**src/sv/prt_pkg.sv**
```systemverilog
// Shared types and constants of the pointer report tracker.
// Request and result payload structs, mode and register codes, slot numbers.
// No dependencies.
package prt_pkg;

	localparam int BUTTON_SLOTS   = 8;
	localparam int REPORT_BUTTONS = 5;
	localparam int CFG_INDEX_W    = 3;
	localparam int CFG_DATA_W     = 16;

	localparam logic [2:0] SLOT_WHEEL_UP   = 3'd4;
	localparam logic [2:0] SLOT_WHEEL_DOWN = 3'd5;

	// report button bit -> slot number
	localparam logic [2:0] REPORT_SLOT [REPORT_BUTTONS] = '{3'd0, 3'd1, 3'd2, 3'd3, 3'd6};

	localparam logic signed [16:0] WHEEL_STEP_UP   = 17'sd120;
	localparam logic signed [16:0] WHEEL_STEP_DOWN = -17'sd120;

	localparam logic signed [15:0] AREA_LEFT_RESET   = 16'sd0;
	localparam logic signed [15:0] AREA_TOP_RESET    = 16'sd0;
	localparam logic signed [15:0] AREA_RIGHT_RESET  = 16'sd640;
	localparam logic signed [15:0] AREA_BOTTOM_RESET = 16'sd480;
	localparam logic signed [15:0] POS_X_RESET       = 16'sd320;
	localparam logic signed [15:0] POS_Y_RESET       = 16'sd240;

	typedef enum logic [2:0] {
		MODE_REPORT     = 3'd0,
		MODE_FRAME      = 3'd1,
		MODE_STATE      = 3'd2,
		MODE_DOWN_COUNT = 3'd3,
		MODE_UP_COUNT   = 3'd4,
		MODE_POP        = 3'd5,
		MODE_FLUSH      = 3'd6
	} mode_t;

	typedef enum logic [CFG_INDEX_W-1:0] {
		REG_AREA_LEFT   = 3'd0,
		REG_AREA_TOP    = 3'd1,
		REG_AREA_RIGHT  = 3'd2,
		REG_AREA_BOTTOM = 3'd3,
		REG_SUSPEND     = 3'd4
	} reg_index_t;

	typedef struct packed {
		logic [2:0]         mode;
		logic [4:0]         press_flags;
		logic [4:0]         release_flags;
		logic               wheel_present;
		logic signed [15:0] wheel_amount;
		logic signed [15:0] move_x;
		logic signed [15:0] move_y;
		logic [2:0]         button_index;
	} report_item_t;

	typedef struct packed {
		logic signed [15:0] pos_x;
		logic signed [15:0] pos_y;
		logic signed [15:0] delta_x;
		logic signed [15:0] delta_y;
		logic [7:0]         held_mask;
		logic [7:0]         count_value;
		logic               event_valid;
		logic [2:0]         event_button;
		logic               event_pressed;
	} result_item_t;

endpackage

```
**src/sv/pointer_report_tracker_top.sv**
```systemverilog
// Pointer report tracker: the whole block in one module.
// Depends on prt_pkg for payload types, mode and register codes.
//
// Usage:
//   Requests enter on in_valid/in_stall with an in_item payload; each accepted
//   request yields exactly one result on out_valid/out_stall (out_item).
//   The mode field selects report, frame, state read, down/up count read,
//   event pop or flush. Fields a mode does not produce read as zero.
//   The request is decoded and all state is updated by one pass of logic; the
//   result is registered in out_item, or in skid_q while out_item is held.
//   That single-pass update allows one request per cycle while in_stall is low.
//   Results go through a two-entry output buffer; while the receiver stalls
//   one more request is taken, then in_stall rises until a result drains.
//   Configuration (area bounds, suspend) is written by cfg_write, cfg_index and
//   cfg_data, no wait; user must write only while idle; the block won't check.
//   Reset clears buttons, counts, mask, deltas, wheel sum and the event
//   queue, puts the position at 320,240 and the area at 0,0..640,480.
//   Event queue entries are not reset; only filled entries are ever popped.
module pointer_report_tracker_top #(
	parameter int EVENT_DEPTH = 16
) (
	input  logic                                clk,
	input  logic                                arst_n,
	input  logic                                in_valid,
	output logic                                in_stall,
	input  prt_pkg::report_item_t               in_item,
	output logic                                out_valid,
	input  logic                                out_stall,
	output prt_pkg::result_item_t               out_item,
	input  logic                                cfg_write,
	input  logic [prt_pkg::CFG_INDEX_W-1:0]     cfg_index,
	input  logic [prt_pkg::CFG_DATA_W-1:0]      cfg_data
);
	import prt_pkg::*;

	localparam int AW = $clog2(EVENT_DEPTH);
	localparam int FW = $clog2(EVENT_DEPTH + 1);
	localparam int SW = $clog2(2 * EVENT_DEPTH);
	localparam logic [FW-1:0] DEPTH_F = FW'(EVENT_DEPTH);
	localparam logic [SW-1:0] DEPTH_S = SW'(EVENT_DEPTH);
	localparam logic [AW-1:0] LAST_A  = AW'(EVENT_DEPTH - 1);

	// configuration
	logic signed [15:0] area_left_q, area_top_q, area_right_q, area_bottom_q;
	logic               suspend_q;

	// tracker state
	logic [BUTTON_SLOTS-1:0] held_q, held_d;
	logic [7:0]              press_cnt_q [BUTTON_SLOTS];
	logic [7:0]              press_cnt_d [BUTTON_SLOTS];
	logic [7:0]              release_cnt_q [BUTTON_SLOTS];
	logic [7:0]              release_cnt_d [BUTTON_SLOTS];
	logic [7:0]              mask_q, mask_d;
	logic signed [15:0]      sum_x_q, sum_x_d, sum_y_q, sum_y_d;
	logic signed [15:0]      pos_x_q, pos_x_d, pos_y_q, pos_y_d;
	logic signed [16:0]      wheel_q, wheel_d;
	logic [FW-1:0]           fill_q, fill_d;
	logic [AW-1:0]           head_q, head_d;

	// event queue: {pressed, slot}
	logic [3:0]              evt_mem [EVENT_DEPTH];
	logic [REPORT_BUTTONS-1:0] wr_en;
	logic [AW-1:0]           wr_addr [REPORT_BUTTONS];
	logic [3:0]              wr_data [REPORT_BUTTONS];

	// output buffer
	result_item_t            res;
	result_item_t            skid_q;
	logic                    out_valid_q, skid_valid_q;
	logic                    push, pop;

	assign in_stall  = skid_valid_q;
	assign out_valid = out_valid_q;
	assign push      = in_valid && !skid_valid_q;
	assign pop       = out_valid_q && !out_stall;

	function automatic logic signed [15:0] clamp_axis(input logic signed [15:0] p,
		input logic signed [15:0] lo, input logic signed [15:0] hi);
		logic signed [15:0] r;
		r = p;
		if (r < lo) r = lo;
		if (r >= hi) r = hi - 16'sd1;
		return r;
	endfunction

	always_comb begin
		logic [FW-1:0]      cnt;
		logic [SW-1:0]      tail;
		logic signed [16:0] wsum;
		logic [2:0]         s;
		logic               ev, evp;
		logic [3:0]         e;
		held_d        = held_q;
		press_cnt_d   = press_cnt_q;
		release_cnt_d = release_cnt_q;
		mask_d        = mask_q;
		sum_x_d       = sum_x_q;
		sum_y_d       = sum_y_q;
		pos_x_d       = pos_x_q;
		pos_y_d       = pos_y_q;
		wheel_d       = wheel_q;
		fill_d        = fill_q;
		head_d        = head_q;
		wr_en         = '0;
		wr_addr       = '{default: '0};
		wr_data       = '{default: '0};
		res           = '0;
		cnt           = '0;
		tail          = '0;
		wsum          = '0;
		s             = '0;
		ev            = 1'b0;
		evp           = 1'b0;
		e             = '0;
		unique case (in_item.mode)
			MODE_REPORT: begin
				if (suspend_q) begin
					mask_d  = '0;
					sum_x_d = '0;
					sum_y_d = '0;
				end else begin
					for (int b = 0; b < REPORT_BUTTONS; b++) begin
						s   = REPORT_SLOT[b];
						ev  = 1'b0;
						evp = 1'b0;
						// press wins while up, release only counts while down
						if (in_item.press_flags[b] && !held_q[s]) begin
							press_cnt_d[s] = press_cnt_q[s] + 8'd1;
							held_d[s]      = 1'b1;
							mask_d[s]      = 1'b1;
							ev             = 1'b1;
							evp            = 1'b1;
						end else if (in_item.release_flags[b] && held_q[s]) begin
							release_cnt_d[s] = release_cnt_q[s] + 8'd1;
							held_d[s]        = 1'b0;
							mask_d[s]        = 1'b0;
							ev               = 1'b1;
						end
						if (ev && (fill_q + cnt < DEPTH_F)) begin
							tail = SW'(head_q) + SW'(fill_q + cnt);
							if (tail >= DEPTH_S) tail = tail - DEPTH_S;
							wr_en[b]   = 1'b1;
							wr_addr[b] = tail[AW-1:0];
							wr_data[b] = {evp, s};
							cnt        = cnt + FW'(1);
						end
					end
					fill_d = fill_q + cnt;
					if (in_item.wheel_present) begin
						wsum    = wheel_q + 17'(in_item.wheel_amount);
						wheel_d = wsum;
						if (wsum >= WHEEL_STEP_UP) begin
							press_cnt_d[SLOT_WHEEL_UP]   = press_cnt_q[SLOT_WHEEL_UP] + 8'd1;
							release_cnt_d[SLOT_WHEEL_UP] = release_cnt_q[SLOT_WHEEL_UP] + 8'd1;
							held_d[SLOT_WHEEL_UP]        = 1'b1;
							wheel_d                      = '0;
						end else if (wsum <= WHEEL_STEP_DOWN) begin
							press_cnt_d[SLOT_WHEEL_DOWN]   = press_cnt_q[SLOT_WHEEL_DOWN] + 8'd1;
							release_cnt_d[SLOT_WHEEL_DOWN] = release_cnt_q[SLOT_WHEEL_DOWN] + 8'd1;
							held_d[SLOT_WHEEL_DOWN]        = 1'b1;
							wheel_d                        = '0;
						end
					end
					sum_x_d = sum_x_q + in_item.move_x;
					sum_y_d = sum_y_q + in_item.move_y;
					pos_x_d = clamp_axis(pos_x_q + in_item.move_x, area_left_q, area_right_q);
					pos_y_d = clamp_axis(pos_y_q + in_item.move_y, area_top_q, area_bottom_q);
				end
			end
			MODE_FRAME: begin
				mask_d = held_q;
			end
			MODE_STATE: begin
				res.pos_x     = pos_x_q;
				res.pos_y     = pos_y_q;
				res.delta_x   = sum_x_q;
				res.delta_y   = sum_y_q;
				res.held_mask = mask_q;
				sum_x_d       = '0;
				sum_y_d       = '0;
				mask_d        = '0;
				held_d[SLOT_WHEEL_UP]   = 1'b0;
				held_d[SLOT_WHEEL_DOWN] = 1'b0;
			end
			MODE_DOWN_COUNT: begin
				res.count_value                  = press_cnt_q[in_item.button_index];
				press_cnt_d[in_item.button_index] = '0;
			end
			MODE_UP_COUNT: begin
				res.count_value                    = release_cnt_q[in_item.button_index];
				release_cnt_d[in_item.button_index] = '0;
			end
			MODE_POP: begin
				if (fill_q != '0) begin
					e                 = evt_mem[head_q];
					res.event_valid   = 1'b1;
					res.event_button  = e[2:0];
					res.event_pressed = e[3];
					head_d            = (head_q == LAST_A) ? '0 : head_q + AW'(1);
					fill_d            = fill_q - FW'(1);
				end
			end
			MODE_FLUSH: begin
				held_d        = '0;
				press_cnt_d   = '{default: '0};
				release_cnt_d = '{default: '0};
				fill_d        = '0;
				head_d        = '0;
			end
			default: begin
			end
		endcase
	end

	always_ff @(posedge clk or negedge arst_n) begin
		if (!arst_n) begin
			area_left_q   <= AREA_LEFT_RESET;
			area_top_q    <= AREA_TOP_RESET;
			area_right_q  <= AREA_RIGHT_RESET;
			area_bottom_q <= AREA_BOTTOM_RESET;
			suspend_q     <= 1'b0;
		end else if (cfg_write) begin
			unique case (cfg_index)
				REG_AREA_LEFT:   area_left_q   <= cfg_data;
				REG_AREA_TOP:    area_top_q    <= cfg_data;
				REG_AREA_RIGHT:  area_right_q  <= cfg_data;
				REG_AREA_BOTTOM: area_bottom_q <= cfg_data;
				REG_SUSPEND:     suspend_q     <= cfg_data[0];
				default: begin
				end
			endcase
		end
	end

	always_ff @(posedge clk or negedge arst_n) begin
		if (!arst_n) begin
			held_q        <= '0;
			press_cnt_q   <= '{default: '0};
			release_cnt_q <= '{default: '0};
			mask_q        <= '0;
			sum_x_q       <= '0;
			sum_y_q       <= '0;
			pos_x_q       <= POS_X_RESET;
			pos_y_q       <= POS_Y_RESET;
			wheel_q       <= '0;
			fill_q        <= '0;
			head_q        <= '0;
		end else if (push) begin
			held_q        <= held_d;
			press_cnt_q   <= press_cnt_d;
			release_cnt_q <= release_cnt_d;
			mask_q        <= mask_d;
			sum_x_q       <= sum_x_d;
			sum_y_q       <= sum_y_d;
			pos_x_q       <= pos_x_d;
			pos_y_q       <= pos_y_d;
			wheel_q       <= wheel_d;
			fill_q        <= fill_d;
			head_q        <= head_d;
		end
	end

	always_ff @(posedge clk) begin
		if (push) begin
			for (int b = 0; b < REPORT_BUTTONS; b++) begin
				if (wr_en[b]) evt_mem[wr_addr[b]] <= wr_data[b];
			end
		end
	end

	// two-entry output buffer: out_item is the head, skid_q the overflow
	always_ff @(posedge clk or negedge arst_n) begin
		if (!arst_n) begin
			out_valid_q  <= 1'b0;
			skid_valid_q <= 1'b0;
		end else if (skid_valid_q) begin
			if (pop) begin
				out_valid_q  <= 1'b1;
				skid_valid_q <= 1'b0;
			end
		end else if (push) begin
			if (out_valid_q && !pop) skid_valid_q <= 1'b1;
			out_valid_q <= 1'b1;
		end else if (pop) begin
			out_valid_q <= 1'b0;
		end
	end

	always_ff @(posedge clk) begin
		if (skid_valid_q) begin
			if (pop) out_item <= skid_q;
		end else if (push) begin
			if (out_valid_q && !pop) skid_q <= res;
			else out_item <= res;
		end
	end

`ifndef SYNTHESIS
	a_skid_behind_head: assert property (@(posedge clk) disable iff (!arst_n)
		skid_valid_q |-> out_valid_q)
		else $error("skid entry held without a head result");

	a_fill_bound: assert property (@(posedge clk) disable iff (!arst_n)
		(fill_q <= DEPTH_F) && (head_q <= LAST_A))
		else $error("event queue fill or head out of range");

	a_wheel_range: assert property (@(posedge clk) disable iff (!arst_n)
		(wheel_q > WHEEL_STEP_DOWN) && (wheel_q < WHEEL_STEP_UP))
		else $error("wheel sum left its open range");

	a_flush_empties: assert property (@(posedge clk) disable iff (!arst_n)
		(push && in_item.mode == MODE_FLUSH) |=> (fill_q == '0 && head_q == '0 && held_q == '0))
		else $error("flush left queue or buttons set");

	a_empty_pop: assert property (@(posedge clk) disable iff (!arst_n)
		(push && in_item.mode == MODE_POP && fill_q == '0) |=> (fill_q == '0 && $stable(head_q)))
		else $error("pop of empty queue moved pointers");
`endif

endmodule
```
**config.mk**
```make
export PLATFORM = sky130hd
export DESIGN_NAME = pointer_report_tracker_top
export DESIGN_NICKNAME = d
export VERILOG_FILES = /design/src/sv/prt_pkg.sv /design/src/sv/pointer_report_tracker_top.sv
export SDC_FILE = /design/constraint.sdc
export NUM_CORES = 1
export LEC_CHECK = 0
export BUFFER_PORTS_ARGS = -buffer_cell sky130_fd_sc_hd__buf_2
export CORE_MARGIN = 1.5
export CORE_UTILIZATION = 35
export CTS_CLUSTER_SIZE = 28
export DETAILED_ROUTE_END_ITERATION = 8
export GPL_TIMING_DRIVEN = 0
export PLACE_DENSITY_LB_ADDON = 0.12
export SYNTH_ARGS = -nofsm -noshare
export SYNTH_HDL_FRONTEND = slang
export SYNTH_SLANG_ARGS = --single-unit
```
**constraint.sdc**
```tcl
create_clock -name clk -period 12.2 [get_ports clk]
set_input_delay 2.44 -clock clk [delete_from_list [all_inputs] [get_ports clk]]
set_output_delay 2.44 -clock clk [all_outputs]
set_load 0.05 [all_outputs]
```
Yosys cells after proc, flatten, opt, wreduce, memory -nomap -nowiden
Memories as Yosys holds them, arrays and structs flattened. Cells that the tools add are included. Widths: inputs -> output; s select.

Register bits after elaboration: 470. Bits in writable memories: 64. Output and inout bits: 87. Memories: 1.

Add/sub/neg operators: 42. Magnitude comparators: 18. Equality and inequality tests: 45. Muxes and demuxes: 177. Bitwise logic cells: 6. Reductions and logical operators: 85.

Memory list: evt_mem (depth 16, bits a word 4, rd ports 1, clocked after Yosys merged registers in 0, write ports 5, line pointer_report_tracker_top.sv:61) `logic [3:0] evt_mem [EVENT_DEPTH];`.

Operator list (number): $mux 85 (4); $pmux 56 s3 (2); $mux 8 (26); $mux 16 (12); $and 64x64->64 (2); $add 8x1->8 const B (14); $mux 56 (2); $mux 5 (20); $mux 20 (4); $mux 4 (18); $mux 72 (1); $mux 1 (69); $add 16x16->16 (4); $not 64->64 (1); $pmux 16 s2 (2); $bmux 8 s3 (2); $pmux 8 s2 (3); $reduce_and 4->1 (12); $ne 2x2->1 const B (23); $reduce_and 5->1 (8); $mux 17 (2); $ge 16x16->1 (2); $lt 16x16->1 (2); $sub 16x2->16 const B (2); 40 further kinds (136).

Depth between registers and ports, before layout
Gate-level depths: netlist (run 1).

Depth after elaboration: 36. Depth in mapped cells: 41. Depth with buffers taken out: 40.

Least setup slack after synthesis (run 1)
No wires, ideal clock.

Path type: input to register. Start point: in in_item[52] in the netlist's numbering. End point: reg fill_q[4]. Data arrival time: 10.436 ns. Required time: 12.084 ns. Path slack: 1.648 ns. Cell stages on the path: 40. Buffers on the path: 1. Cell sequence: nand2_1 a21oi_1 ha_1 ha_1 nand3_1 xnor2_1 and2_1 ha_1 ha_1 ha_1 a21oi_1 nor3_1 nor3_2 xor2_1 ha_1 fa_1 a21oi_1 or3_1 [4 not listed] fa_1 nor2b_1 o21a_1 o21ai_0 a21boi_1 mux2i_1 ha_1 nand2_1 inv_1 fa_1 nor2b_1 o21ai_0 nand2b_1 and2_1 nor4b_1 a31oi_1 and3_1 o311ai_0.

Cells in the longest elaborated chain, start to end: 36. Elaborated cells between the ends (all ways): 40. Those cells by class: add/sub: 9; order compare: 4; mux: 21; reduce/logical: 6.

Ends and longest elaborated chain: from (decl) (line pointer_report_tracker_top.sv:26) `input prt_pkg::report_item_t in_item,`; $logic_and 1x1->1 (*) (line pointer_report_tracker_top.sv:133) `end else if (in_item.release_flags[b] && held_q[s]) begin`; $mux 1 (*) (line pointer_report_tracker_top.sv:133); $mux 1 (*) (line pointer_report_tracker_top.sv:127) `if (in_item.press_flags[b] && !held_q[s]) begin`; $mux 1 (*) (line pointer_report_tracker_top.sv:117) `if (suspend_q) begin`; $mux 1 (*) (line pointer_report_tracker_top.sv:115) `unique case (in_item.mode)`; $logic_and 1x1->1 (*) (line pointer_report_tracker_top.sv:139) `if (ev && (fill_q + cnt < DEPTH_F)) begin`; $mux 1 (*) (line pointer_report_tracker_top.sv:139); $mux 5 (*) (line pointer_report_tracker_top.sv:117); [20 not listed]; $lt 5x5->1 (line pointer_report_tracker_top.sv:139); $logic_and 1x1->1 (line pointer_report_tracker_top.sv:139); $mux 5 (*) (line pointer_report_tracker_top.sv:139); $mux 5 (*) (line pointer_report_tracker_top.sv:117); $mux 5 (*) (line pointer_report_tracker_top.sv:115); $add 5x5->5 (*) (line pointer_report_tracker_top.sv:148) `fill_d = fill_q + cnt;`; $mux 5 (*) (line pointer_report_tracker_top.sv:117); $pmux 5 s3 (*) (line pointer_report_tracker_top.sv:115); to (signal assigned) (line pointer_report_tracker_top.sv:258) `fill_q <= fill_d;`; to (decl) (line pointer_report_tracker_top.sv:57) `logic [FW-1:0] fill_q, fill_d;`.

Every way passes the cells marked *; elsewhere a longest branch is shown, timed or not. The select of a mux whose other input is x is not followed. A chain may end at the register's enable or synchronous reset.

Worst setup path in the final report (run 1)
Same ends and word-level chain as after synthesis.

==> impl_metrics.tcl, run 1 <==
set metrics [dict create \
    ys_top_cells_by_count "nand2_1 (332), dfrtp_1 (287), o21ai_0 (259)" \
    routed_wl_um 105000 \
    synth-seq-cells 531 \
    min_to "wheel_q[9]" \
    start_kind "input port" \
    ctsHtreeMaxLevel 3 \
    synth_area_um2 32200 \
    vias 26318 \
    worstMarginPinSlew_ns 1.25 \
    ir_worst_vdd_uv 162 \
    hold-worst-slack_ns 0.478 \
    drive_gt1_share_pct 13.5 \
    synth.largest_area_cell "dfrtp_1" \
    yosysWarnings 0 \
    fin_util_pct 40.5 \
    tritoncts "yes" \
    antenna_found_initial 9 \
    ys_types 85 \
    fmaxAchievable_ghz 0.0872 \
    max_slew_margin_pct 15.8 \
    slew_viol_final 0 \
    viasPerCell 5.55 \
    layout.nets 3795 \
    end_kind "flop" \
    fin_crit_ns 11.47 \
    core-area_um2 91400 \
    arrival_ns 11.96 \
    power_density_nw_per_um2 250 \
    die_w_um 306 \
    status "complete, no violations" \
    port-buffer-count 171 \
    fp.dieH_um 306 \
    numCtsBuffers 66 \
    initial_utilization_pct 35.2 \
    r2r_slack_ns 2.23 \
    area_growth_syn_to_layout_pct 14.8 \
    yosysTopAreaCellShare_pct 22.3 \
    avgSynthCellArea_um2 9.90 \
    synth_area_leaders "dfrtp_1 (22%), edfxtp_1 (20%), ha_1 (7.5%), mux2_2 (4.3%), o21ai_0 (4.0%)" \
    min-delay-start "wheel_q[9]" \
    cts-root-buf "clkbuf_16" \
    synth_flop_cell "dfrtp_1" \
    cts_buffer_depth 3 \
    dpl.hpwl_um 79800 \
    ys_seq_area_share_pct 44.4 \
    die-area_um2 93900 \
    fin_crit_sh_pct 94.0 \
    crit_path_top_delay_cell "a21oi_1" \
    clock_latency_ns 0.61 \
    grt_pass1_wl_um 159000 \
    drtPass1Iterations 6 \
    fin_skew_ns 0.0243 \
    reg2reg_from "fill_q[4]" \
    synth_most_common_cell "nand2_1" \
    report.final.setup_viol 0 \
    drv_cap 0 \
    hold_violations 0 \
    path_clk_slew_ns 0.06 \
    critPathKind "in2reg" \
    synthCells 3253 \
    drt-wirelength-per-cell_um 22.1 \
    p_leak_uw 0.0157 \
    slowest_delay_ns 0.49 \
    r2r_cells 40 \
    hp-class "reg2reg" \
    async_flop_share_pct 56.3 \
    grtUsageTotal_pct 22.1 \
    drtIter0Drc 1989 \
    r2r_end "fill_q[4]" \
    overflow 0 \
    crit_required_ns 12.68 \
    ios 176 \
    path_max_fanout 9 \
    grt_pass1_vias 25552 \
    row_count 111 \
    ant_nets 0 \
    critPathMostFrequentCell "ha_1" \
    grt_max_degree 106 \
    hold_depth 1 \
    cts_num_sinks 531 \
    synth_edf_count 216 \
    place.gp.congestion 0.912 \
    drc 0 \
    rsz0062_at_grt "no" \
]
[routing by layer]
metal	vias to the layer above	routed length [um]	global-route usage, %
li1	12518	-	-
met3	161	6260	3.46
met1	12876	48300	30.9
met4	12	2720	6.44
met5	-	69	0
met2	751	47700	35.2
[report_power, final]
| part | internal [uW] | leakage [uW] | switching, uW | total [uW] |
|---|---|---|---|---|
| Clock | 1190 | 0.00108 | 833 | 2030 |
| Combinational | 1740 | 0.00854 | 2870 | 4610 |
| Sequential | 2320 | 0.00610 | 315 | 2630 |
[layout by cell type (no fill, tap or decap), types with 37 or more instances in the layout]
cell,n
nor3_1,72
a21oi_1,210
clkbuf_1,129
buf_2,172
nand4_1,40
o21ai_0,259
dfrtp_1,287
mux2i_1,69
xnor2_1,80
a22oi_1,67
a21o_1,73
and2_1,85
edfxtp_1,216
clkbuf_16,69
inv_1,126
nand2_1,332
nand3_1,91
nor2_1,201
a31oi_1,42
xor2_1,37
ha_1,192
nor2b_1,52
mux2_2,124
[worst max-delay path, delay by kind of cell]
family / cells / cell delay (ns)
compound gates: 8 / 2.07
xor+xnor: 3 / 0.76
buf+inv: 4 / 0.64
fa+ha+maj: 10 / 2.90
mux: 1 / 0.26
simple gates: 15 / 2.85
[worst max-delay path by stage]
stage / cells after the start / startpoint / slack [ns] / endpoint
after floorplan: 40 / in_item[52] / 1.65 / fill_q[4]
after global placement: 40 / in_item[52] / -0.46 / fill_q[4]
after detailed placement: 40 / in_item[52] / -0.37 / fill_q[4]
after CTS: 40 / in_item[52] / 0.18 / fill_q[4]
after global routing: 41 / in_item[52] / 0.04 / fill_q[4]
final: 41 / in_item[52] / 0.73 / fill_q[4]
[state kept, by name, summed over array words and instances (netlist names), 17 cells and up]
name / flops
press_cnt_q: 64
skid_q: 84
release_cnt_q: 64
wheel_q: 17
out_item: 84
evt_mem: 64
[metrics by stage]
step                      TNS (ns)  setup WS (ns)  cell area (um^2)  total power, uW  cells
after global placement      -0.535         -0.463             34600             7230   4611
after detailed placement    -0.373         -0.373             34800             7250   4619
after CTS                        0          0.182             37000             9330   4741
after global routing             0         0.0413             37000             9940   4741
final                            0          0.729             37000             9270   4745
after floorplan                  0           1.65             32200             5950   3254
[what timing repair did]
item	CTS	global route
hold buffers	0	0
buffers inserted	0	0
endpoints found under the setup margin	0	4
endpoints found under the hold margin	0	0
gates resized for setup	0	3
[cell families after synthesis]
group	count (synthesis)	synth area share, %
AND/OR/NAND/NOR	1055	16.0
XOR/XNOR	118	3.25
multiplexers	213	7.88
adder cells (fa/ha/maj)	205	8.27
flip-flops	531	44.4
buffers and inverters	257	3.06
AO/OA/AOI/OAI	873	17.1
other	1	0.0116
[area by class of cell]
class                      instances  area, um^2
clock inverter                    41         408
fill                            9116       54400
antenna                            4        10.0
inverter                         127         477
clock buffer                      81        1780
buffer                           130         509
tap                             1186        1480
timing repair buffer             179        1050
multi-input combinational       2466       17000
sequential                       531       14300
(Power assumes the default switching activity.)
==> inputs of run 2 (changes only) <==
--- a/config.mk
+++ b/config.mk
@@ -5,6 +5,7 @@
 export SDC_FILE = /design/constraint.sdc
 export NUM_CORES = 1
 export LEC_CHECK = 0
+export ABC_AREA = 1
 export BUFFER_PORTS_ARGS = -buffer_cell sky130_fd_sc_hd__buf_2
 export CORE_MARGIN = 1.5
 export CORE_UTILIZATION = 35
==> impl_metrics.tcl, run 2 <==
set metrics [dict create \
    routed_wl_um 113000 \
    clock_latency_ns 0.63 \
    hp-class "reg2reg" \
    slowest_delay_ns 0.42 \
    postCtsHoldBufs 0 \
    ys_top_cells_by_count "nand2_1 (1183), inv_1 (575), nor2_1 (324)" \
    path_max_fanout 7 \
    p_leak_uw 0.0183 \
    arrival_ns 10.42 \
    min_to "release_cnt_q[27]" \
    fillers 9895 \
    cts-root-buf "clkbuf_16" \
    drc 0 \
    ctsHtreeMaxLevel 3 \
    grt_pass1_vias 28804 \
    layout.nets 4905 \
    ys_seq_area_share_pct 42.5 \
    synth_edf_count 216 \
    ios 176 \
    r2r_cells 51 \
    synth-seq-cells 531 \
    place_area_um2 36300 \
    critPathKind "in2reg" \
    tns_ns 0 \
    end_kind "flop" \
    die-area_um2 98000 \
    antenna_found_initial 3 \
    synth_area_um2 33700 \
    path_clk_slew_ns 0.05 \
    port-buffer-count 172 \
    cts_setup_buffers 0 \
    core-area_um2 95200 \
    row_count 113 \
    fin_crit_ns 9.91 \
    hold_depth 2 \
    ir_worst_vdd_uv 246 \
    initial_utilization_pct 35.4 \
    yosysTopAreaCellShare_pct 21.3 \
    power_density_nw_per_um2 274 \
    viasPerCell 5.13 \
    reg_top3 "out_item (84), skid_q (84)" \
    reg2reg_from "held_q[0]" \
    crit_required_ns 12.71 \
    numCtsBuffers 68 \
    cts_buffer_depth 3 \
    grt_max_degree 102 \
    fin_crit_sh_pct 81.2 \
    drt-wirelength-per-cell_um 19.0 \
    synth.largest_area_cell "dfrtp_1" \
    grtUsageTotal_pct 22.7 \
    vias 30435 \
    layout_commonest_cell "nand2_1" \
    fmaxAchievable_ghz 0.101 \
    final_cell_mix "nand2_1 (1183), inv_1 (575), nor2_1 (323)" \
    cts_resized 0 \
    drtIter0Drc 2502 \
    min-delay-start "release_cnt_q[27]" \
    hold_violations 0 \
    max_slew_margin_pct 19.8 \
    ant_nets 0 \
    report.final.setup_viol 0 \
    slew_viol_final 0 \
    fp.dieH_um 313 \
    ys_types 69 \
    synthCells 4360 \
    fin_skew_ns 0.0281 \
    avgSynthCellArea_um2 7.72 \
    start_kind "input port" \
    synth_flop_cell "dfrtp_1" \
    drtPass1Iterations 6 \
    r2r_slack_ns 3.77 \
    synth_area_leaders "dfrtp_1 (21%), edfxtp_1 (19%), nand2_1 (13%), ha_1 (7.1%), inv_1 (6.4%)" \
    yosysWarnings 0 \
    overflow 0 \
    r2r_end "fill_q[4]" \
    area_growth_syn_to_layout_pct 14.5 \
    drv_cap 0 \
    status "complete, no violations" \
    async_flop_share_pct 56.3 \
    rsz0062_at_grt "no" \
    place.gp.congestion 0.939 \
    fin_area_um2 38500 \
    tritoncts "yes" \
    synth_most_common_cell "nand2_1" \
    dpl.hpwl_um 87500 \
    die_w_um 313 \
    drive_gt1_share_pct 8.29 \
    crit_path_top_delay_cell "fa_1" \
    grt_pass1_wl_um 172000 \
    critPathMostFrequentCell "nand2_1" \
    cts_num_sinks 531 \
    worstMarginPinSlew_ns 1.20 \
]
-- run 2: worst max-delay path by stage --
stage	from	endpoint	slack (ns)
finish	in_item[57]	fill_q[4]	2.29
global route	in_item[57]	fill_q[4]	1.46
CTS	in_item[57]	fill_q[4]	2.29
detailed placement	in_item[57]	fill_q[4]	1.66
global placement	in_valid	out_item[73]	0.49
floorplan	in_item[57]	fill_q[4]	3.02
-- run 2: critical path: cells and delay by family --
kind / cells / cell delay [ns]
simple gates: 23 / 2.67
xor+xnor: 4 / 0.73
compound gates: 2 / 0.50
fa+ha+maj: 11 / 2.94
buf+inv: 11 / 1.12
-- run 2: cells by family after synthesis --
group           synth area share [%]
simple gates                    25.1
compound gates                  13.8
buf+inv                         7.99
flops                           42.5
fa+ha+maj                       7.91
xor+xnor                        2.50
mux                            0.149
other cells                   0.0111
-- run 2: final cells by class --
type | instances | area [um^2] | share of cell area, %
diodes | 2 | 5.00 | 0.0130
plain buffers | 110 | 453 | 1.18
clock buffers | 95 | 1920 | 4.97
clock inverters | 31 | 315 | 0.818
inverters | 596 | 2240 | 5.80
multi-input cells | 3124 | 16700 | 43.3
flip-flops and latches | 531 | 14300 | 37.1
well taps | 1265 | 1580 | 4.11
repair buffers | 180 | 1050 | 2.71
-- run 2: power breakdown --
group          internal, uW  switching [uW]
Clock                  1210             835
Sequential             2430             350
Combinational          1830            3910
Total                  5470            5100
-- run 2: per-stage QoR --
| stage | utilization, % | setup WS [ns] | hold slack (ns) | cells | total power, uW |
|---|---|---|---|---|---|
| 2_1_floorplan | - | 3.02 | 0.436 | 4361 | 6960 |
| 3_3_place_gp | 37.9 | 0.492 | 0.449 | 5798 | 8480 |
| 3_5_place_dp | 38.2 | 1.66 | 0.457 | 5806 | 8550 |
| 4_1_cts | 40.5 | 2.29 | 0.472 | 5932 | 10600 |
| 5_1_grt | 40.5 | 1.46 | 0.484 | 5932 | 11500 |
| 6_report | 40.5 | 2.29 | 0.468 | 5934 | 10600 |
-- run 2: layer usage --
metal	global-route usage, %	wire (um)
met5	0	7
met4	4.67	2030
met3	3.02	6000
met2	36.6	51400
met1	32.5	53200
